===== config.mk =====
export PLATFORM = sky130hd
export DESIGN_NAME = blind_motor_position_controller_top_flat
export DESIGN_NICKNAME = d
export VERILOG_FILES = /design/src/hw/rtl/bmpc_pkg.sv /design/src/hw/rtl/bmpc_if.sv /design/src/hw/rtl/blind_motor_position_controller_top.sv /design/src/flat_wrapper.sv
export VERILOG_INCLUDE_DIRS = /design/src /design/src/hw/rtl
export SDC_FILE = /design/constraint.sdc
export NUM_CORES = 1
export LEC_CHECK = 0
export ABC_AREA = 1
export BUFFER_PORTS_ARGS = -buffer_cell sky130_fd_sc_hd__clkbuf_2
export CAP_MARGIN = 10
export CORE_MARGIN = 3
export CORE_UTILIZATION = 45
export CTS_CLUSTER_SIZE = 14
export DETAILED_ROUTE_END_ITERATION = 8
export PLACE_DENSITY_LB_ADDON = 0.08
export SETUP_SLACK_MARGIN = 0.15
export SLEW_MARGIN = 5
export SYNTH_ARGS = -nofsm -noshare
export SYNTH_HDL_FRONTEND = slang
export SYNTH_SLANG_ARGS = --single-unit

===== constraint.sdc =====
create_clock -name clk -period 4.81 [get_ports clk]
set_input_delay 0.962 -clock clk [delete_from_list [all_inputs] [get_ports clk]]
set_output_delay 0.962 -clock clk [all_outputs]
set_load 0.01 [all_outputs]

===== src/hw/rtl/blind_motor_position_controller_top_defines.svh =====
// Assertion macros shared by the blind motor position controller RTL.
// Defining ASSERT_OFF compiles every assertion away.
`ifndef BLIND_MOTOR_POSITION_CONTROLLER_TOP_DEFINES_SVH
`define BLIND_MOTOR_POSITION_CONTROLLER_TOP_DEFINES_SVH

`ifndef ASSERT_OFF

`define BMPC_ASSERT(lbl, clk, rst_n, prop) \
    lbl: assert property (@(posedge clk) disable iff (!rst_n) (prop)) \
        else $error("bmpc assertion failed");

`define BMPC_ASSERT_IMPL(lbl, clk, rst_n, ante, cons) \
    lbl: assert property (@(posedge clk) disable iff (!rst_n) (ante) |-> (cons)) \
        else $error("bmpc implication failed");

`define BMPC_ASSERT_NEXT(lbl, clk, rst_n, ante, cons) \
    lbl: assert property (@(posedge clk) disable iff (!rst_n) (ante) |=> (cons)) \
        else $error("bmpc next-cycle check failed");

`else

`define BMPC_ASSERT(lbl, clk, rst_n, prop)
`define BMPC_ASSERT_IMPL(lbl, clk, rst_n, ante, cons)
`define BMPC_ASSERT_NEXT(lbl, clk, rst_n, ante, cons)

`endif

`endif


===== src/hw/rtl/bmpc_pkg.sv =====
// Types and constants of the blind motor position controller.
// No dependencies; imported by the top level.
`default_nettype none

package bmpc_pkg;

    localparam int SENSOR_TIMEOUT_MS = 3000;
    localparam int CHANGE_STEP       = 3;
    localparam int ARRIVE_BAND       = 10;

    localparam logic [9:0]  SLIDER_CLOSED_MAX = 10'd50;
    localparam logic [9:0]  SLIDER_OPEN_MIN   = 10'd950;
    localparam logic [15:0] STALL_RESET_MS    = 16'd5000;
    localparam logic [15:0] COUNT_MAX         = 16'hFFFF;

    typedef enum logic [2:0] {
        FUNC_TICK   = 3'd0,
        FUNC_STOP   = 3'd1,
        FUNC_SLIDER = 3'd2,
        FUNC_OPEN   = 3'd3,
        FUNC_CLOSE  = 3'd4,
        FUNC_CLEAR  = 3'd5
    } func_t;

    typedef enum logic [1:0] {
        MODE_IDLE    = 2'd0,
        MODE_OPENING = 2'd1,
        MODE_CLOSING = 2'd2,
        MODE_FAULT   = 2'd3
    } mode_t;

    typedef enum logic [1:0] {
        POS_CLOSED  = 2'd0,
        POS_HALF    = 2'd1,
        POS_OPEN    = 2'd2,
        POS_UNKNOWN = 2'd3
    } pos_t;

    typedef enum logic [1:0] {
        DRIVE_OFF   = 2'd0,
        DRIVE_OPEN  = 2'd1,
        DRIVE_CLOSE = 2'd2
    } drive_t;

    typedef enum logic [1:0] {
        CAUSE_NONE    = 2'd0,
        CAUSE_TIMEOUT = 2'd1,
        CAUSE_STALL   = 2'd2
    } cause_t;

    typedef enum logic [2:0] {
        REG_CLOSED_ANGLE = 3'd0,
        REG_OPEN_ANGLE   = 3'd1,
        REG_REVERSE      = 3'd2,
        REG_CALIBRATED   = 3'd3,
        REG_STALL_MS     = 3'd4
    } reg_index_t;

endpackage

`default_nettype wire


===== src/hw/rtl/bmpc_if.sv =====
// Valid/ready channel interfaces for commands and results of the controller.
// Depends on nothing but the field widths fixed here.
`default_nettype none

interface bmpc_cmd_if;
    logic              valid;
    logic              ready;
    logic [2:0]        func;
    logic [9:0]        slider;
    logic signed [15:0] angle;
    logic              angle_valid;

    modport source (output valid, output func, output slider, output angle,
                    output angle_valid, input ready);
    modport sink   (input valid, input func, input slider, input angle,
                    input angle_valid, output ready);
endinterface

interface bmpc_res_if;
    logic       valid;
    logic       ready;
    logic [1:0] motor_drive;
    logic [1:0] run_mode;
    logic [1:0] position_code;
    logic [1:0] fault_cause;
    logic       arrived;
    logic       ignored;

    modport source (output valid, output motor_drive, output run_mode,
                    output position_code, output fault_cause, output arrived,
                    output ignored, input ready);
    modport sink   (input valid, input motor_drive, input run_mode,
                    input position_code, input fault_cause, input arrived,
                    input ignored, output ready);
endinterface

`default_nettype wire


===== src/hw/rtl/blind_motor_position_controller_top.sv =====
// Top level of the blind motor position controller: input register,
// decision logic and result register. Uses bmpc_pkg, bmpc_if.sv and the defines header.
//
// Usage: commands and one-millisecond ticks arrive as beats on the cmd channel;
// every accepted beat yields exactly one beat on the res channel, in order.
// Calibration and direction registers are written through wr_en, wr_index and
// wr_data; the user must write them only while the block is idle, which the block
// itself does not enforce. Indexes beyond the register list are dropped.
// Each command beat passes the input register, then the result register, to res.
// Throughput: one beat per cycle unless res.ready is low, set by the single pass
// of compare and add logic between the input register and the result register,
// which also updates the motor state.
// Reset: the mode goes idle, the held position becomes unknown, target, counters
// and last moved angle clear, and the stall timeout returns to 5000 ms.
// Stall: while res.ready is low, the result register holds its beat and the input
// register can still take one more command beat; after that cmd.ready drops until
// the receiver takes the waiting result.
`default_nettype none
`include "blind_motor_position_controller_top_defines.svh"

module blind_motor_position_controller_top
    import bmpc_pkg::*;
(
    input  wire logic        clk,
    input  wire logic        rst_n,
    input  wire logic        wr_en,
    input  wire logic [2:0]  wr_index,
    input  wire logic [15:0] wr_data,
    bmpc_cmd_if.sink         cmd,
    bmpc_res_if.source       res
);

    logic signed [15:0] closed_angle_reg;
    logic signed [15:0] open_angle_reg;
    logic               reverse_reg;
    logic               calibrated_reg;
    logic [15:0]        stall_ms_reg;

    logic               s1_valid_reg;
    logic [2:0]         s1_func_reg;
    logic [9:0]         s1_slider_reg;
    logic signed [15:0] s1_angle_reg;
    logic               s1_angle_valid_reg;

    mode_t              mode_reg, mode_next;
    pos_t               pos_reg, pos_next;
    logic signed [15:0] target_reg, target_next;
    logic signed [15:0] moved_angle_reg, moved_angle_next;
    logic [15:0]        ms_start_reg, ms_start_next;
    logic [15:0]        ms_change_reg, ms_change_next;

    logic               res_valid_reg;
    logic [1:0]         drive_reg, drive_next;
    logic [1:0]         cause_reg;
    logic               arrived_reg;
    logic               ignored_reg;

    cause_t             cause_next;
    logic               arrived_next;
    logic               ignored_next;

    logic               out_free;
    logic               s1_fire;

    logic               start_move;
    pos_t               goal;
    logic signed [16:0] angle_sum;
    logic signed [15:0] half_angle;
    logic signed [15:0] goal_angle;
    logic               go_up;
    logic [15:0]        start_inc;
    logic [15:0]        change_inc;

    function automatic logic [16:0] absdiff(input logic signed [15:0] a,
                                            input logic signed [15:0] b);
        logic signed [16:0] d;
        d = {a[15], a} - {b[15], b};
        return d[16] ? 17'(-d) : 17'(d);
    endfunction

    assign out_free  = !res_valid_reg || res.ready;
    assign s1_fire   = s1_valid_reg && out_free;
    assign cmd.ready = !s1_valid_reg || out_free;

    always_ff @(posedge clk or negedge rst_n)
    begin
        if (!rst_n)
        begin
            closed_angle_reg <= '0;
            open_angle_reg   <= '0;
            reverse_reg      <= 1'b0;
            calibrated_reg   <= 1'b0;
            stall_ms_reg     <= STALL_RESET_MS;
        end
        else if (wr_en)
        begin
            unique case (wr_index)
                REG_CLOSED_ANGLE: closed_angle_reg <= wr_data;
                REG_OPEN_ANGLE:   open_angle_reg   <= wr_data;
                REG_REVERSE:      reverse_reg      <= wr_data[0];
                REG_CALIBRATED:   calibrated_reg   <= wr_data[0];
                REG_STALL_MS:     stall_ms_reg     <= wr_data;
                default:          ;
            endcase
        end
    end

    always_ff @(posedge clk or negedge rst_n)
    begin
        if (!rst_n)
        begin
            s1_valid_reg <= 1'b0;
        end
        else if (cmd.ready)
        begin
            s1_valid_reg <= cmd.valid;
        end
    end

    always_ff @(posedge clk)
    begin
        if (cmd.valid && cmd.ready)
        begin
            s1_func_reg        <= cmd.func;
            s1_slider_reg      <= cmd.slider;
            s1_angle_reg       <= cmd.angle;
            s1_angle_valid_reg <= cmd.angle_valid;
        end
    end

    assign start_inc  = (ms_start_reg == COUNT_MAX) ? COUNT_MAX : ms_start_reg + 16'd1;
    assign change_inc = (ms_change_reg == COUNT_MAX) ? COUNT_MAX : ms_change_reg + 16'd1;
    assign angle_sum  = {closed_angle_reg[15], closed_angle_reg}
                      + {open_angle_reg[15], open_angle_reg};
    assign half_angle = angle_sum[16:1];

    always_comb
    begin
        mode_next        = mode_reg;
        pos_next         = pos_reg;
        target_next      = target_reg;
        moved_angle_next = moved_angle_reg;
        ms_start_next    = ms_start_reg;
        ms_change_next   = ms_change_reg;
        cause_next       = CAUSE_NONE;
        arrived_next     = 1'b0;
        ignored_next     = 1'b0;
        start_move       = 1'b0;
        goal             = POS_CLOSED;
        goal_angle       = closed_angle_reg;
        go_up            = 1'b0;

        case (s1_func_reg) inside
            FUNC_TICK:
            begin
                if (mode_reg == MODE_OPENING || mode_reg == MODE_CLOSING)
                begin
                    ms_start_next  = start_inc;
                    ms_change_next = change_inc;
                    if (!s1_angle_valid_reg)
                    begin
                        if (start_inc > 16'(SENSOR_TIMEOUT_MS))
                        begin
                            mode_next  = MODE_FAULT;
                            cause_next = CAUSE_TIMEOUT;
                        end
                    end
                    else
                    begin
                        if (absdiff(s1_angle_reg, moved_angle_reg) > 17'(CHANGE_STEP))
                        begin
                            moved_angle_next = s1_angle_reg;
                            ms_change_next   = '0;
                        end
                        if (ms_change_next > stall_ms_reg)
                        begin
                            mode_next  = MODE_FAULT;
                            cause_next = CAUSE_STALL;
                        end
                        else if (absdiff(s1_angle_reg, target_reg) < 17'(ARRIVE_BAND))
                        begin
                            mode_next    = MODE_IDLE;
                            arrived_next = 1'b1;
                            if (absdiff(target_reg, closed_angle_reg) < 17'(ARRIVE_BAND))
                                pos_next = POS_CLOSED;
                            else if (absdiff(target_reg, open_angle_reg) < 17'(ARRIVE_BAND))
                                pos_next = POS_OPEN;
                            else
                                pos_next = POS_HALF;
                        end
                    end
                end
            end
            FUNC_CLEAR:
            begin
                mode_next = MODE_IDLE;
            end
            FUNC_STOP, FUNC_SLIDER, FUNC_OPEN, FUNC_CLOSE:
            begin
                if (mode_reg == MODE_FAULT)
                    ignored_next = 1'b1;
                else if (s1_func_reg == FUNC_STOP)
                    mode_next = MODE_IDLE;
                else if (!calibrated_reg)
                    ignored_next = 1'b1;
                else
                    start_move = 1'b1;

                if (s1_func_reg == FUNC_SLIDER)
                begin
                    if (s1_slider_reg <= SLIDER_CLOSED_MAX)
                        goal = POS_CLOSED;
                    else if (s1_slider_reg >= SLIDER_OPEN_MIN)
                        goal = POS_OPEN;
                    else
                        goal = POS_HALF;
                end
                else if (s1_func_reg == FUNC_OPEN)
                    goal = (pos_reg == POS_CLOSED) ? POS_HALF : POS_OPEN;
                else
                    goal = (pos_reg == POS_OPEN) ? POS_HALF : POS_CLOSED;
            end
            default:
            begin
            end
        endcase

        case (goal)
            POS_CLOSED: goal_angle = closed_angle_reg;
            POS_OPEN:   goal_angle = open_angle_reg;
            default:    goal_angle = half_angle;
        endcase
        go_up = (goal_angle > s1_angle_reg) ^ reverse_reg;

        if (start_move)
        begin
            target_next      = goal_angle;
            ms_start_next    = '0;
            ms_change_next   = '0;
            moved_angle_next = s1_angle_reg;
            mode_next        = go_up ? MODE_OPENING : MODE_CLOSING;
        end

        case (mode_next)
            MODE_OPENING: drive_next = DRIVE_OPEN;
            MODE_CLOSING: drive_next = DRIVE_CLOSE;
            default:      drive_next = DRIVE_OFF;
        endcase
    end

    always_ff @(posedge clk or negedge rst_n)
    begin
        if (!rst_n)
        begin
            mode_reg        <= MODE_IDLE;
            pos_reg         <= POS_UNKNOWN;
            target_reg      <= '0;
            moved_angle_reg <= '0;
            ms_start_reg    <= '0;
            ms_change_reg   <= '0;
        end
        else if (s1_fire)
        begin
            mode_reg        <= mode_next;
            pos_reg         <= pos_next;
            target_reg      <= target_next;
            moved_angle_reg <= moved_angle_next;
            ms_start_reg    <= ms_start_next;
            ms_change_reg   <= ms_change_next;
        end
    end

    always_ff @(posedge clk or negedge rst_n)
    begin
        if (!rst_n)
        begin
            res_valid_reg <= 1'b0;
        end
        else if (out_free)
        begin
            res_valid_reg <= s1_valid_reg;
        end
    end

    always_ff @(posedge clk)
    begin
        if (s1_fire)
        begin
            drive_reg   <= drive_next;
            cause_reg   <= cause_next;
            arrived_reg <= arrived_next;
            ignored_reg <= ignored_next;
        end
    end

    logic [1:0] res_mode_reg;
    logic [1:0] res_pos_reg;

    always_ff @(posedge clk)
    begin
        if (s1_fire)
        begin
            res_mode_reg <= mode_next;
            res_pos_reg  <= pos_next;
        end
    end

    assign res.valid         = res_valid_reg;
    assign res.motor_drive   = drive_reg;
    assign res.run_mode      = res_mode_reg;
    assign res.position_code = res_pos_reg;
    assign res.fault_cause   = cause_reg;
    assign res.arrived       = arrived_reg;
    assign res.ignored       = ignored_reg;

    // The change counter is cleared with the start counter and never runs ahead of it.
    `BMPC_ASSERT(a_counter_order, clk, rst_n, ms_change_reg <= ms_start_reg)
    `BMPC_ASSERT_IMPL(a_fault_mode, clk, rst_n, res.valid && res.fault_cause != CAUSE_NONE,
                      res.run_mode == MODE_FAULT)
    `BMPC_ASSERT_IMPL(a_arrive_idle, clk, rst_n, res.valid && res.arrived,
                      res.run_mode == MODE_IDLE && res.position_code != POS_UNKNOWN)
    `BMPC_ASSERT_IMPL(a_drive_follows, clk, rst_n, res.valid,
                      (res.motor_drive != DRIVE_OFF) ==
                      (res.run_mode == MODE_OPENING || res.run_mode == MODE_CLOSING))
    `BMPC_ASSERT_NEXT(a_fire_shows, clk, rst_n, s1_fire, res.valid)

endmodule

`default_nettype wire

===== src/flat_wrapper.sv =====
// flat-port wrapper written by rule: the top's interface ports become plain ports
module blind_motor_position_controller_top_flat import bmpc_pkg::*;
  (clk, rst_n, wr_en, wr_index, wr_data, cmd_valid, cmd_func, cmd_slider, cmd_angle, cmd_angle_valid, cmd_ready, res_valid, res_motor_drive, res_run_mode, res_position_code, res_fault_cause, res_arrived, res_ignored, res_ready);
  bmpc_cmd_if cmd_i ();
  bmpc_res_if res_i ();
  input  wire logic clk;
  input  wire logic rst_n;
  input  wire logic wr_en;
  input  wire logic [2:0] wr_index;
  input  wire logic [15:0] wr_data;
  input wire logic [$bits(cmd_i.valid)-1:0] cmd_valid;
  input wire logic [$bits(cmd_i.func)-1:0] cmd_func;
  input wire logic [$bits(cmd_i.slider)-1:0] cmd_slider;
  input wire logic [$bits(cmd_i.angle)-1:0] cmd_angle;
  input wire logic [$bits(cmd_i.angle_valid)-1:0] cmd_angle_valid;
  output wire logic [$bits(cmd_i.ready)-1:0] cmd_ready;
  output wire logic [$bits(res_i.valid)-1:0] res_valid;
  output wire logic [$bits(res_i.motor_drive)-1:0] res_motor_drive;
  output wire logic [$bits(res_i.run_mode)-1:0] res_run_mode;
  output wire logic [$bits(res_i.position_code)-1:0] res_position_code;
  output wire logic [$bits(res_i.fault_cause)-1:0] res_fault_cause;
  output wire logic [$bits(res_i.arrived)-1:0] res_arrived;
  output wire logic [$bits(res_i.ignored)-1:0] res_ignored;
  input wire logic [$bits(res_i.ready)-1:0] res_ready;
  assign cmd_i.valid = cmd_valid;
  assign cmd_i.func = cmd_func;
  assign cmd_i.slider = cmd_slider;
  assign cmd_i.angle = cmd_angle;
  assign cmd_i.angle_valid = cmd_angle_valid;
  assign cmd_ready = cmd_i.ready;
  assign res_valid = res_i.valid;
  assign res_motor_drive = res_i.motor_drive;
  assign res_run_mode = res_i.run_mode;
  assign res_position_code = res_i.position_code;
  assign res_fault_cause = res_i.fault_cause;
  assign res_arrived = res_i.arrived;
  assign res_ignored = res_i.ignored;
  assign res_i.ready = res_ready;
  blind_motor_position_controller_top u_core (.clk(clk), .rst_n(rst_n), .wr_en(wr_en), .wr_index(wr_index), .wr_data(wr_data), .cmd(cmd_i), .res(res_i));
endmodule

After elaboration in Yosys (flattened, before gate mapping)
Cells that the tools add are included.

Memory bits (read-only): 0. Latch bits: 0. Flip-flop bits (word level): 160. Memories kept: 0. Output and inout port bits: 12. Bits in writable memories: 0. Logic and storage cells: 158.

Bitwise gates (word level): 5. $lt $le $gt $ge: 9. Reduce and logical (&&, ||, !) cells: 27. $add $sub $neg: 11. Multiply operators: 0. Equality and inequality tests: 18. Multiplexer cells: 65. Divide/modulo/power cells: 0. Shift operators: 0.

Operators with widths (number): $mux W16 (18); $mux W17 (4); $neg A17 Y17 (4); $sub A16 B16 Y17 (4); $mux W2 (29); $lt A17 B4 Y1 const B (3); $add A16 B1 Y16 const B (2); $eq A16 B16 Y1 const B (2); $gt A16 B16 Y1 (2); $pmux W16 S2 (1); $add A16 B16 Y17 (1); $gt A17 B2 Y1 const B (1); $gt A16 B12 Y1 const B (1); $reduce_and A2 Y1 (7); $eq A3 B2 Y1 const B (4); $mux W1 (12); $eq A2 B2 Y1 const B (5); $ge A10 B10 Y1 const B (1); $le A10 B6 Y1 const B (1); $eq A3 B3 Y1 const B (3); $reduce_bool A2 Y1 (4); $reduce_or A4 Y1 (2); $eq A3 B1 Y1 const B (2); $logic_not A3 Y1 (2); 11 further kinds (20).

Longest topological paths before layout
Gate-level depths: netlist of run 1.

Word-level depth: 16. Gate-level depth with buffers: 37. Depth with buffers taken out: 36.

Least setup slack after synthesis of run 1
OpenSTA, ideal clock, no wires.

Kind: flip-flop to flip-flop. Start: reg u_core.s1_angle_reg[0]. End: reg u_core.res_pos_reg[0] (netlist: u_core.res.position_code[0]) (data pin). Data required time: 4.552 ns. Period minus slack after synthesis: 4.394 ns. Stages on the path, launching flop included: 32. Arrival time: 4.136 ns. Setup slack: 0.416 ns. Path through: edfxtp_1 -> inv_1 -> ha_1 -> fa_1 -> nand3b_1 -> nand2_2 -> nand3_1 -> nand2_2 -> nand3_1 -> nand3_1 -> nand2_2 -> inv_4 -> buf_6 -> nand2_1 -> nand2_1 -> nand4_1 -> nor3_2 -> nand3_4 -> buf_2 -> nor2_1 -> ha_1 -> a21oi_1 -> nor2_1 -> a211oi_1 -> o211ai_1 -> and2_1 -> inv_1 -> nand2_1 -> nor2_1 -> inv_1 -> nand2_1 -> nand2_1.

Cells in the longest elaborated chain, start to end: 13.

RTL lines: from (decl) (RTL line blind_motor_position_controller_top.sv:42) `logic signed [15:0] s1_angle_reg;`; from (signal assigned) (RTL line blind_motor_position_controller_top.sv:126) `s1_angle_reg <= cmd.angle;`; $sub A16 B16 Y17 (RTL line blind_motor_position_controller_top.sv:77) `d = {a[15], a} - {b[15], b};`; $neg A17 Y17 (RTL line blind_motor_position_controller_top.sv:78) `return d[16] ? 17'(-d) : 17'(d);`; $mux W17 (RTL line blind_motor_position_controller_top.sv:78); $gt A17 B2 Y1 (RTL line blind_motor_position_controller_top.sv:170) `if (absdiff(s1_angle_reg, moved_angle_reg) > 17'(CHANGE_STEP))`; $mux W16 (RTL line blind_motor_position_controller_top.sv:170); $mux W16 (RTL line blind_motor_position_controller_top.sv:160) `if (!s1_angle_valid_reg)`; $mux W16 (RTL line blind_motor_position_controller_top.sv:156) `if (mode_reg == MODE_OPENING || mode_reg == MODE_CLOSING)`; $mux W16 (RTL line blind_motor_position_controller_top.sv:153) `case (s1_func_reg) inside`; $gt A16 B16 Y1 (RTL line blind_motor_position_controller_top.sv:175) `if (ms_change_next > stall_ms_reg)`; $mux W2 (*) (RTL line blind_motor_position_controller_top.sv:175); $mux W2 (*) (RTL line blind_motor_position_controller_top.sv:160); $mux W2 (*) (RTL line blind_motor_position_controller_top.sv:156); $mux W2 (*) (RTL line blind_motor_position_controller_top.sv:153); via u_core.pos_next[0] (RTL line blind_motor_position_controller_top.sv:46) `pos_t pos_reg, pos_next;`; to (signal assigned) (RTL line blind_motor_position_controller_top.sv:304) `res_pos_reg <= pos_next;`; to (decl) (RTL line blind_motor_position_controller_top.sv:297) `logic [1:0] res_pos_reg;`.

Mark *: on every way through the listed nets, which the timed path passes. The rest lies on a longest branch. The select of a mux whose other input is x is not followed. A chain may end at the register's enable or synchronous reset.

Worst setup path after layout of run 1
Same ends and word-level chain as after synthesis.

==> out/results.tsv, run 1 <==
metric	value	unit
status	completed	
dpl.hpwl	33.0	mm
reg2reg_depth	32	
hold_violations	0	
gr-total-overflow	0	
p_sw_share	51.3	%
pwr_density_cell	695	nW/um2
synth_area	14500	um2
num_vias	14400	
yosysMostFrequentCell	nand2_1	
fin_setup_tns	0	ps
netlist_top_cells_area	dfrtp_1 20%, nand2_1 16%, ha_1 10%	
setup_violations	0	
seqPwrFrac	17.4	%
cts-root-buf	clkbuf_16	
ir_worst_vdd	377	uV
cts.sinks	160	
grtUsageTotal	24.6	%
die_h	185	um
ys_warn_count	0	
grt_pass1_wl	67.5	mm
place_area	15600	um2
tightest_slew	988	ps
synth_common_cells	607 x nand2_1, 332 x inv_1, 191 x nor2_1	
area_delta_synth_final	18.1	%
cap_violations	0	
placed_cells	2651	
min_period	4760	ps
wl	42.5	mm
async_reset_ff_share	75.0	%
first_pass_iters	5	
reg2reg_slack	50	ps
post_synth_num_cell_types	59	
crit_top_cell	nand2_2	
slowest_delay	360	ps
synthCells	2160	
yosys.area.top_type	dfrtp_1	
final_util	54.1	%
io_pins	66	
p_leak	8.69	nW
max_freq	210	MHz
antenna_left	0	
dieWidth	185	um
viasPerCell	5.29	
fin_nets	2490	
total_power	11.9	mW
ys_seq_area_share	29.1	%
hold_class	reg -> reg	
fin_crit_sh	99.0	%
synth-seq-cells	160	
power.net_switching	6.10	mW
crit_type	reg -> reg	
rsz0062_at_grt	yes	
start_kind	flop	
drc	0	
globalplace.congestion	0.876	
cp_slowest_cell	edfxtp_1	
finalMaxSlewViolations	0	
instances_no_fill	2728	
rows	65	
io_buffers	65	
worstHoldPathCells	2	
synth_top_area_share	19.5	%
drt-wirelength-per-cell	15.6	um
clock_power_share	11.2	%
n_antenna_cell	0	
slew_headroom	33.9	%
holdBufCountCts	0	
synth_fp_nets	2337	
endpoint_kind	flop	
drive_gt1_share	14.3	%
grt_antenna_before_repair	0	
cts_tree	built	
skew	9.30	ps
cp.required	4990	ps
grt_max_degree	121	
cp_max_fo	7	
cts.path.max_buffers	2	
core	31600	um2
post-route-cell-area	17100	um2
clk_latency	430	ps
drt_first_iter_violations	883	
ys.flop_type	dfrtp_1	
initial_core_util	45.8	%
cp_data_arrival_time	4940	ps
path_clk_slew	70	ps
cts_made_buffers	17	
die_area	34400	um2
combinationalPowerShare	71.4	%
synth_area_per_cell	6.71	um2
synth-edff-count	40	
htree_num_levels	4	
grt_pass1_vias	13200	
internal_power	5.79	mW
==> final cells by class <==
cell class,count,area [um2]
fill,3090,14500
multi-input combinational,1631,9350
sequential,160,4210
inverter,334,1260
timing repair buffer,168,1210
tap,402,503
clock buffer,22,454
clock inverter,10,113
timing repair inverter,1,7.51
==> power by group through the flow <==
stage	clock network, mW	logic, mW	registers (mW)
6_report	1.33	8.49	2.07
5_1_grt	1.41	9.61	2.10
4_1_cts	1.35	7.86	2.05
3_5_place_dp	0	7.28	2.07
3_3_place_gp	0	7.20	2.07
2_1_floorplan	0	5.68	1.95
==> layout by cell type, fill, tap and decap left out, drive strengths merged, types with 10 or more instances in the layout <==
master	netlist	final
a21oi	106	106
buf	10	104
clkbuf	27	86
dfrtp	113	113
edfxtp	40	40
ha	118	118
inv	334	336
nand2	612	612
nand3	172	174
nand3b	30	30
nand4	64	64
nor2	194	194
nor3	32	32
o21ai	132	132
o21bai	10	10
o22ai	25	25
xnor2	22	22
xor2	50	50
==> layer usage <==
metal	routed length, um	vias to the layer above	track usage, %
li1	-	7401	-
met1	20600	6659	35.2
met2	19800	342	40.5
met3	1640	33	2.12
met4	527	0	5.49
met5	0	-	0
==> stage by stage <==
step | setup WS, ps | hold slack [ps]
floorplan | 416 | 442
global placement | -1.44 | 455
detailed placement | -141 | 460
CTS | 150 | 475
global route | -264 | 495
finish | 49.6 | 473
==> path summary, 6_finish.rpt <==
| kind | from | end |
|---|---|---|
| max | u_core.s1_angle_reg[0] | u_core.res.position_code[0] |
| max in group asynchronous | rst_n | u_core.moved_angle_reg[9] |
| min reg2reg | u_core.moved_angle_reg[3] | u_core.moved_angle_reg[3] |
| max reg2reg | u_core.s1_angle_reg[0] | u_core.res.position_code[0] |
| min | u_core.moved_angle_reg[3] | u_core.moved_angle_reg[3] |
| min in group asynchronous | rst_n | u_core.open_angle_reg[13] |
==> repair_timing <==
action | CTS | global route
buffers inserted | 23 | 18
pin swaps | 18 | 32
endpoints found under the setup margin | 12 | 28
gates cloned | 2 | 1
gates resized for setup | 37 | 89
==> worst max-delay path, delay by kind of cell, from the launching register on <==
family          cells  cell delay (ps)
fa+ha+maj           3              750
simple gates       21             2410
flops               1              360
buf+inv             5              510
compound gates      2              270
xor+xnor            1              180
==> cells by family (layout without fill, tap and decap cells) <==
family / after synthesis / count (layout) / synth area share (%)
adders and majority gates: 123 / 123 / 10.9
xor gates and xnor gates: 72 / 72 / 4.56
AOI/OAI and AO/OA: 315 / 315 / 12.2
buffers and inverters: 371 / 535 / 9.88
DFF: 160 / 160 / 29.1
and+or+nand+nor: 1119 / 1121 / 33.4
(Power assumes the default switching activity.)
==> run 2: changes to the inputs <==
CELL_PAD_IN_SITES_DETAIL_PLACEMENT = 1   (was not set)
CELL_PAD_IN_SITES_GLOBAL_PLACEMENT = 1   (was not set)
==> run 2 against run 1 <==
  * The flow now finishes with violations (negative setup slack)
  * Maximum frequency is 8.8% lower
  * Die area stayed put
  * First-iteration DRC count is 6.6% higher
  * Register-to-register slack worse by 460 ps
  * Setup slack worse by 460 ps
  * Clock power hardly changed
  * Global-route usage is 4.9 points higher
  * Sequential share of layout area is 0.29 points lower
  * Clock skew is 5.8 ps higher
  * Count of clock-buffer cells in the layout is 2 higher
  * Sequential power hardly changed
  * Critical endpoint is now u_core.pos_reg[0]
==> out/results.tsv, run 2 (synthesis results as in run 1) <==
metric	value	unit
status	complete, but fails checks	
violations	negative setup slack	
pwr_density_cell	724	nW/um2
crit_type	reg -> reg	
grt_pass1_vias	15900	
total_power	12.5	mW
reg2reg_depth	30	
cts_tree	built	
place_area	15700	um2
rsz0062_at_grt	yes	
slowest_delay	450	ps
antenna_left	0	
n_antenna_cell	0	
fin_hold_ws	487	ps
place_worst_setup_slack	-344	ps
grtUsageTotal	29.4	%
core	31600	um2
r2r-start	u_core.moved_angle_reg[15]	
multi_input_comb_area	9440	um2
fin_setup_tns	-7270	ps
start_kind	flop	
top_usage_layer	met2	
endpoint_kind	flop	
reg2reg_slack	-410	ps
drt-wirelength-per-cell	19.7	um
gr-usage-met3	3.59	%
final_cell_mix	568 x nand2_1, 327 x inv_1, 177 x nor2_1, 154 x nand3_1, 124 x o21ai_0	
die_area	34400	um2
min_period	5220	ps
skew	15.1	ps
slew_headroom	25.3	%
final_common_cell	nand2_1	
hold_start	u_core.moved_angle_reg[8]	
wl	54.2	mm
drc	0	
initial_core_util	45.8	%
cp_max_fo	8	
max_freq	192	MHz
regArea	4210	um2
viasPerCell	5.66	
die_h	185	um
cap_violations	0	
gr-total-overflow	0	
cts_made_buffers	17	
cp_slowest_cell	ha_1	
cts.sinks	160	
finalMaxSlewViolations	0	
clk_latency	450	ps
io_buffers	65	
final_util	54.7	%
first_pass_iters	6	
tightest_slew	1120	ps
drive_gt1_share	15.7	%
dpl.hpwl	38.8	mm
globalplace.congestion	0.866	
grt_pass1_wl	80.8	mm
cts-root-buf	clkbuf_16	
dieWidth	185	um
cp.required	5190	ps
grt_max_degree	44	
holdPathEnd	u_core.moved_angle_reg[8]	
worstReg2RegEnd	u_core.pos_reg[0]	
nFillCells	4160	
hold_class	reg -> reg	
fin_nets	2515	
placed_cells	2667	
fin_ws	-409	ps
rows	65	
post-route-cell-area	17300	um2
worstHoldPathCells	2	
io_pins	66	
setup_violations	28	
htree_num_levels	4	
hold_violations	0	
cp_data_arrival_time	5600	ps
p_leak	8.78	nW
drt_first_iter_violations	941	
num_vias	15600	
path_clk_slew	70	ps
use_met2	53.4	%
instances_no_fill	2753	
use_met1	35.6	%
ir_worst_vdd	334	uV
fin_crit_sh	108	%
grt_antenna_before_repair	0	
area_delta_synth_final	19.5	%
cts.path.max_buffers	2	
==> run 2: what timing repair did <==
item                                    CTS  global route
endpoints found under the setup margin   12            28
cloned                                    0             2
pin swaps                                30            35
hold buffers                              0             0
gates resized for setup                  46           104
setup buffers                            34            18
==> run 2: worst max path at each step <==
stage / from / to / slack (ps) / depth (start not counted)
CTS: u_core.s1_angle_reg[0] / u_core.res.motor_drive[0] / 100 / 31
detailed placement: u_core.s1_angle_reg[0] / u_core.res.position_code[1] / -340 / 30
global placement: u_core.s1_angle_reg[0] / u_core.res.position_code[1] / -10 / 30
global route: u_core.s1_angle_reg[15] / u_core.pos_reg[1] / -580 / 29
finish: u_core.moved_angle_reg[15] / u_core.pos_reg[0] / -410 / 30
floorplan: u_core.s1_angle_reg[0] / u_core.res.position_code[0] / 420 / 31
==> run 2: cell type report <==
class,instances,share of cell area (%)
Sequential cell,160,24.3
Multi-Input combinational cell,1631,54.5
Clock buffer,24,2.91
Timing Repair Buffer,194,7.71
Inverter,334,7.30
Clock inverter,8,0.318
Tap cell,402,2.91
==> run 2: report_power, final <==
part	total (mW)	switching [mW]	internal [mW]	leakage [nW]
clock	1.33	0.591	0.735	0.266
sequential	2.07	0.342	1.73	1.92
combinational	9.15	5.82	3.33	6.60
total	12.5	6.75	5.79	8.78
==> run 2: worst max-delay path, delay by kind of cell, from the launching register on <==
family	cells	cell delay [ps]
adders and majority gates	2	740
xor gates and xnor gates	1	170
DFF	1	410
buffers and inverters	5	620
AOI/OAI and AO/OA	3	560
and+or+nand+nor	19	2630
==> run 2: layer usage <==
metal  part of all wire (%)  vias up
met5                      0        -
met4                    4.7        0
met3                    3.9      154
met2                     50      417
met1                     41     7574
li1                       -     7439
